--- config.mk ---
export PLATFORM = sky130hd
export DESIGN_NAME = three_level_priority_queue
export DESIGN_NICKNAME = d
export VERILOG_FILES = /design/src/design/tlpq_pkg.sv /design/src/design/tlpq_ram.sv /design/src/design/three_level_priority_queue.sv
export VERILOG_INCLUDE_DIRS = /design/src /design/src/design
export SDC_FILE = /design/constraint.sdc
export NUM_CORES = 2
export LEC_CHECK = 0
export BUFFER_PORTS_ARGS = -buffer_cell sky130_fd_sc_hd__buf_4
export CORE_MARGIN = 2
export CORE_UTILIZATION = 51
export CTS_CLUSTER_DIAMETER = 50
export DETAILED_ROUTE_END_ITERATION = 7
export GPL_TIMING_DRIVEN = 0
export PLACE_DENSITY = 0.69
export SYNTH_ARGS = -nofsm -noshare
export SYNTH_HDL_FRONTEND = slang
export SYNTH_SLANG_ARGS = --single-unit
--- constraint.sdc ---
create_clock -name clk -period 4.5 [get_ports clk]
set_input_delay 0.225 -clock clk [delete_from_list [all_inputs] [get_ports clk]]
set_output_delay 0.225 -clock clk [all_outputs]
set_load 0.005 [all_outputs]
--- src/design/assert_macros.svh ---
// Assertion macros shared by the RTL of the priority queue.
// Depends on nothing; the including module supplies clk and rst_n.
`ifndef ASSERT_MACROS_SVH
`define ASSERT_MACROS_SVH

`ifndef SYNTHESIS

`define TLPQ_ASSERT(lbl, prop, msg) \
  lbl: assert property (@(posedge clk) disable iff (!rst_n) prop) else $error(msg);

`define TLPQ_ASSERT_NEVER(lbl, expr, msg) \
  lbl: assert property (@(posedge clk) disable iff (!rst_n) !(expr)) else $error(msg);

`else

`define TLPQ_ASSERT(lbl, prop, msg)

`define TLPQ_ASSERT_NEVER(lbl, expr, msg)

`endif

`endif

--- src/design/tlpq_pkg.sv ---
// Types and codes for the three-level priority queue.
// Depends on nothing.
package tlpq_pkg;

  localparam int unsigned LEVEL_COUNT = 3;
  localparam int unsigned WORD_W      = 32;

  typedef enum logic {
    KIND_ENQ = 1'b0,
    KIND_DEQ = 1'b1
  } kind_t;

  typedef enum logic [1:0] {
    LVL_HIGH = 2'd0,
    LVL_MED  = 2'd1,
    LVL_LOW  = 2'd2,
    LVL_NONE = 2'd3
  } level_t;

  typedef enum logic [1:0] {
    ST_OK      = 2'd0,
    ST_DROPPED = 2'd1,
    ST_EMPTY   = 2'd2
  } status_t;

endpackage

--- src/design/tlpq_ram.sv ---
// Generic single-write, single-read RAM with registered read data.
// Depends on nothing.
module tlpq_ram #(
  parameter int unsigned WIDTH = 32,
  parameter int unsigned DEPTH = 16
) (
  input  logic                     clk,
  input  logic                     we,
  input  logic [$clog2(DEPTH)-1:0] waddr,
  input  logic [WIDTH-1:0]         wdata,
  input  logic [$clog2(DEPTH)-1:0] raddr,
  output logic [WIDTH-1:0]         rdata_r
);

  logic [WIDTH-1:0] mem [DEPTH];

  always_ff @(posedge clk) begin
    if (we) begin
      mem[waddr] <= wdata;
    end
    rdata_r <= mem[raddr];
  end

endmodule

--- src/design/three_level_priority_queue.sv ---
// Top level of the three-level strict-priority queue.
// Depends on tlpq_pkg, tlpq_ram and assert_macros.svh.
// One item per clock: busy stays low, so every cycle with start high takes an item
// (enqueue or dequeue). Each item gives exactly one result in the next cycle, with
// out_valid high for that single cycle; there is no way to stall the result side,
// so the receiver must take it then. The result is registered: it comes from the
// registered read port of the per-level word RAMs, which always read the head slot.
// An enqueue to a full queue or to level 3 is dropped and reported; a dequeue with
// all queues empty returns 0 with served level 3 and an empty status.
module three_level_priority_queue #(
  parameter int unsigned QUEUE_DEPTH = 16
) (
  input  logic                   clk,
  input  logic                   rst_n,
  input  logic                   start,
  output logic                   busy,
  input  logic                   in_kind,
  input  logic [1:0]             in_level,
  input  logic signed [31:0]     in_word_in,
  output logic                   out_valid,
  output logic signed [31:0]     out_word_out,
  output tlpq_pkg::level_t       out_served_level,
  output tlpq_pkg::status_t      out_status
);

  import tlpq_pkg::*;

  `include "assert_macros.svh"

  localparam int unsigned IW = $clog2(QUEUE_DEPTH);
  localparam int unsigned FW = $clog2(QUEUE_DEPTH + 1);
  localparam logic [FW-1:0] FULL_CNT = FW'(QUEUE_DEPTH);

  logic [IW-1:0] head_r [LEVEL_COUNT];
  logic [IW-1:0] head_nxt [LEVEL_COUNT];
  logic [IW-1:0] tail_r [LEVEL_COUNT];
  logic [IW-1:0] tail_nxt [LEVEL_COUNT];
  logic [FW-1:0] fill_r [LEVEL_COUNT];
  logic [FW-1:0] fill_nxt [LEVEL_COUNT];
  logic [LEVEL_COUNT-1:0] wr_en;
  logic [WORD_W-1:0] rdata [LEVEL_COUNT];

  logic    accept;
  logic    valid_r;
  level_t  served_r, served_nxt;
  status_t status_r, status_nxt;

  assign busy   = 1'b0;
  assign accept = start && !busy;

  function automatic logic [IW-1:0] next_slot(input logic [IW-1:0] idx);
    return (idx == IW'(QUEUE_DEPTH - 1)) ? '0 : idx + 1'b1;
  endfunction

  always_comb begin
    logic found;
    logic enq_ok;
    found      = 1'b0;
    enq_ok     = 1'b0;
    head_nxt   = head_r;
    tail_nxt   = tail_r;
    fill_nxt   = fill_r;
    wr_en      = '0;
    served_nxt = LVL_NONE;
    status_nxt = ST_OK;
    if (accept) begin
      case (in_kind)
        KIND_ENQ: begin
          for (int q = 0; q < LEVEL_COUNT; q++) begin
            if (in_level == 2'(q) && fill_r[q] != FULL_CNT) begin
              wr_en[q]    = 1'b1;
              tail_nxt[q] = next_slot(tail_r[q]);
              fill_nxt[q] = fill_r[q] + 1'b1;
              enq_ok      = 1'b1;
            end
          end
          status_nxt = enq_ok ? ST_OK : ST_DROPPED;
        end
        KIND_DEQ: begin
          // strict priority: lowest level number that holds a word wins
          for (int q = 0; q < LEVEL_COUNT; q++) begin
            if (!found && fill_r[q] != '0) begin
              found       = 1'b1;
              head_nxt[q] = next_slot(head_r[q]);
              fill_nxt[q] = fill_r[q] - 1'b1;
              served_nxt  = level_t'(2'(q));
            end
          end
          status_nxt = found ? ST_OK : ST_EMPTY;
        end
        default: begin
          status_nxt = ST_OK;
        end
      endcase
    end
  end

  always_ff @(posedge clk) begin
    if (!rst_n) begin
      valid_r <= 1'b0;
      for (int q = 0; q < LEVEL_COUNT; q++) begin
        head_r[q] <= '0;
        tail_r[q] <= '0;
        fill_r[q] <= '0;
      end
    end else begin
      valid_r <= accept;
      head_r  <= head_nxt;
      tail_r  <= tail_nxt;
      fill_r  <= fill_nxt;
    end
  end

  always_ff @(posedge clk) begin
    served_r <= served_nxt;
    status_r <= status_nxt;
  end

  for (genvar g = 0; g < LEVEL_COUNT; g++) begin : g_store
    tlpq_ram #(
      .WIDTH (WORD_W),
      .DEPTH (QUEUE_DEPTH)
    ) u_ram (
      .clk     (clk),
      .we      (wr_en[g]),
      .waddr   (tail_r[g]),
      .wdata   (in_word_in),
      .raddr   (head_r[g]),
      .rdata_r (rdata[g])
    );
  end

  always_comb begin
    case (served_r)
      LVL_HIGH: out_word_out = rdata[0];
      LVL_MED:  out_word_out = rdata[1];
      LVL_LOW:  out_word_out = rdata[2];
      default:  out_word_out = '0;
    endcase
  end

  assign out_valid        = valid_r;
  assign out_served_level = served_r;
  assign out_status       = status_r;

  `TLPQ_ASSERT_NEVER(a_fill_bound,
    fill_r[0] > FULL_CNT || fill_r[1] > FULL_CNT || fill_r[2] > FULL_CNT,
    "fill count above depth")
  `TLPQ_ASSERT(a_one_result, accept |=> valid_r, "accepted item gave no result")
  `TLPQ_ASSERT(a_served_ok,
    valid_r && served_r != LVL_NONE |-> status_r == ST_OK,
    "served word with bad status")
  `TLPQ_ASSERT(a_empty_deq,
    accept && in_kind == KIND_DEQ && fill_r[0] == '0 && fill_r[1] == '0 &&
    fill_r[2] == '0 |=> status_r == ST_EMPTY,
    "empty dequeue not flagged")

endmodule
==> flow_summary.yaml <==
drt:
  top_layer_used: "met5"
  vias: 31600
  drt-met1-wl_um: 60600
  dr_wl_met3_um: 14900
  drt_pass1_iterations: 6
  drt-vias-per-instance: 6.15
  drc_errors: 0
  wl_um: 156000
  drtIter0Drc: 4130
  ant_nets: 0
  wl_per_cell_um: 30.3
  wl_met2_um: 74300
global_route:
  grt_overflow: 0
  grt_usage_pct: 24.9
  grt_max_degree: 49
  grt_pass1_wl_um: 224000
  grt_pass1_vias: 32200
  grt_antenna_before_repair: 10
logic_synthesis:
  yosysUniqueCellTypes: 50
  syn-num-nets: 3059
  avgSynthCellArea_um2: 21.2
  synth_warnings: 0
  syn_inst: 2994
  ys_ff_latch: 1676
  syn_area_um2: 63400
  synth_edf_count: 1536
  synthArstFlopShare_pct: 0
  synthFlopType: "edfxtp_1"
  ys_seq_area_share_pct: 77.1
clock_network:
  h-tree-depth: 4
  cts_sinks: 1676
  path_clk_slew_ps: 60
  cts_setup_buffers: 0
  cts_buffer_depth: 3
  cts_tree: "yes"
  cts_root_buffer: "clkbuf_16"
  cts_buffers: 171
  clkLatencyLatePin_ps: 810
power:
  power.density_nw_per_um2: 453
  p_leak_nw: 22.9
  ir_drop_mv: 0.401
cells_and_area:
  layout_common_cells: "edfxtp_1 (1,536), mux4_2 (384), clkbuf_16 (177)"
  postLayoutCoreUtil_pct: 59.7
  nets: 3417
  syn_to_final_growth_pct: 16.3
  final_common_cell: "edfxtp_1"
  layout-drive-gt1-share_pct: 25.5
hold_path:
  holdCritPathClass: "input pin to flop"
  holdPathStages: 3
  min_from: "start"
  min_to: "out_valid$_SDFF_PN0_"
setup_path:
  path_max_fanout: 10
  timing.rr.end: "g_store[0].u_ram.mem[1][7]$_DFFE_PP_"
  worst_setup_path_start_kind: "flop"
  r2r_setup_slack_ps: 690
  crit_required_ps: 4280
  reg2reg_from: "fill_r[10]$_SDFFE_PN0P_"
  reg2reg_depth: 8
  end_kind: "output port"
  path_class: "flop to output port"
  cp_data_arrival_time_ps: 3630
sta:
  slew_headroom_pct: 18.3
  hold_viol_final: 0
  period_needed_ps: 3850
  fmax_ghz: 0.260
  finalSetupViolCount: 0
  setup_tns_ps: 0
  fin_crit_sh_pct: 85.6
  slew_viol_final: 0
  worst-slew-pin-transition_ps: 1220
  rsz0062_at_grt: "no"
  finalClockSkew_ps: 41.1
floorplan:
  io_pins: 76
  die_h_um: 357
  die_x_um: 357
  rows: 129
  start_util_pct: 51.3
  dieArea_um2: 127000
  core_area_um2: 124000
run:
  cap_violations: 0
placement:
  hpwlAfterDp_um: 99700
  portBuffers: 74
  gp_congestion: 0.920
outcome:
  status: "completed"
==> critical path, stage by stage (launching register included) <==
cell and delay [ps]:
dfxtp_1 350, clkbuf_1 470, clkbuf_1 650, mux2i_1 160, o21ai_0 930, buf_4 260
==> state kept, by name, indices dropped and copies added (netlist names) <==
name,cells
fill_r,15
g_store.u_ram.mem,1536
g_store.u_ram.rdata_r,96
head_r,12
out_served_level,2
out_status,2
out_valid,1
tail_r,12
==> what timing repair did <==
action	CTS	global route
endpoints found under the hold margin	1337	0
hold buffers	39	0
gates resized for setup	0	0
==> worst max-delay path by stage <==
| stage | startpoint | endpoint | slack (ps) |
|---|---|---|---|
| after floorplan | fill_r[6]$_SDFFE_PN0P_ | g_store[1].u_ram.mem[3][0]$_DFFE_PP_ | 280 |
| final | out_served_level[0]$_SDFF_PN1_ | out_word_out[12] | 650 |
| after CTS | out_served_level[0]$_SDFF_PN1_ | out_word_out[17] | 640 |
| after global routing | out_served_level[0]$_SDFF_PN1_ | out_word_out[17] | 340 |
| after global placement | in_kind | g_store[1].u_ram.mem[3][9]$_DFFE_PP_ | -2870 |
| after detailed placement | in_kind | g_store[0].u_ram.mem[0][4]$_DFFE_PP_ | 620 |
==> cell usage after synthesis (all sizes together), types with 9 or more instances <==
library cell	number	area, um2
dfxtp	140	2800
mux4	384	8650
nand3	16	80.1
nor2b	100	626
edfxtp	1536	46100
mux2i	133	1330
clkbuf	114	428
ha	24	300
o21ai	36	180
inv	19	71.3
a211oi	99	743
nor2	68	255
nor3	13	65.1
nand2b	9	56.3
a21oi	119	599
buf	53	246
nand2	59	221
==> cells by family (layout without fill, tap and decap cells) <==
family          after synthesis  count (layout)  synth area share (%)
flops                      1676            1676                  77.1
xor+xnor                     15              15                 0.207
compound gates              286             286                  2.84
other cells                   1               6               0.00591
simple gates                286             286                  2.33
mux                         517             517                  15.7
fa+ha+maj                    27              27                 0.568
buf+inv                     186             688                  1.18
==> per-layer routing <==
metal	vias to the layer above	global-route usage (%)
met5	-	0
met4	4	9.38
met3	285	5.09
met2	1637	39.0
met1	16600	34.8
li1	13100	-
==> area by class of cell <==
type	count	area [um2]
Fill cell	8537	49900
Clock buffer	221	4700
Tap cell	1637	2050
Sequential cell	1676	48900
Inverter	19	71.3
Timing Repair Buffer	185	2210
Multi-Input combinational cell	1132	14100
Antenna cell	5	12.5
Clock inverter	96	1020
Buffer	167	674
==> stage by stage <==
step	cells	worst slack [ps]	power, mW	hold WS (ps)	cell area, um2
after floorplan	2994	283	18.5	297	63400
after global placement	4705	-2870	19.4	467	66000
after detailed placement	4777	624	19.5	474	67600
after CTS	5133	638	33.6	151	73700
after global routing	5133	344	34.3	218	73700
final	5138	647	33.4	220	73800
==> where the power goes <==
part	internal (mW)	switching, mW	leakage [nW]	total, mW
logic	0.783	1.23	5.13	2.02
registers	17.1	0.0744	15.0	17.2
clock network	8.17	6.04	2.79	14.2
Power figures use the tool's default switching activity.
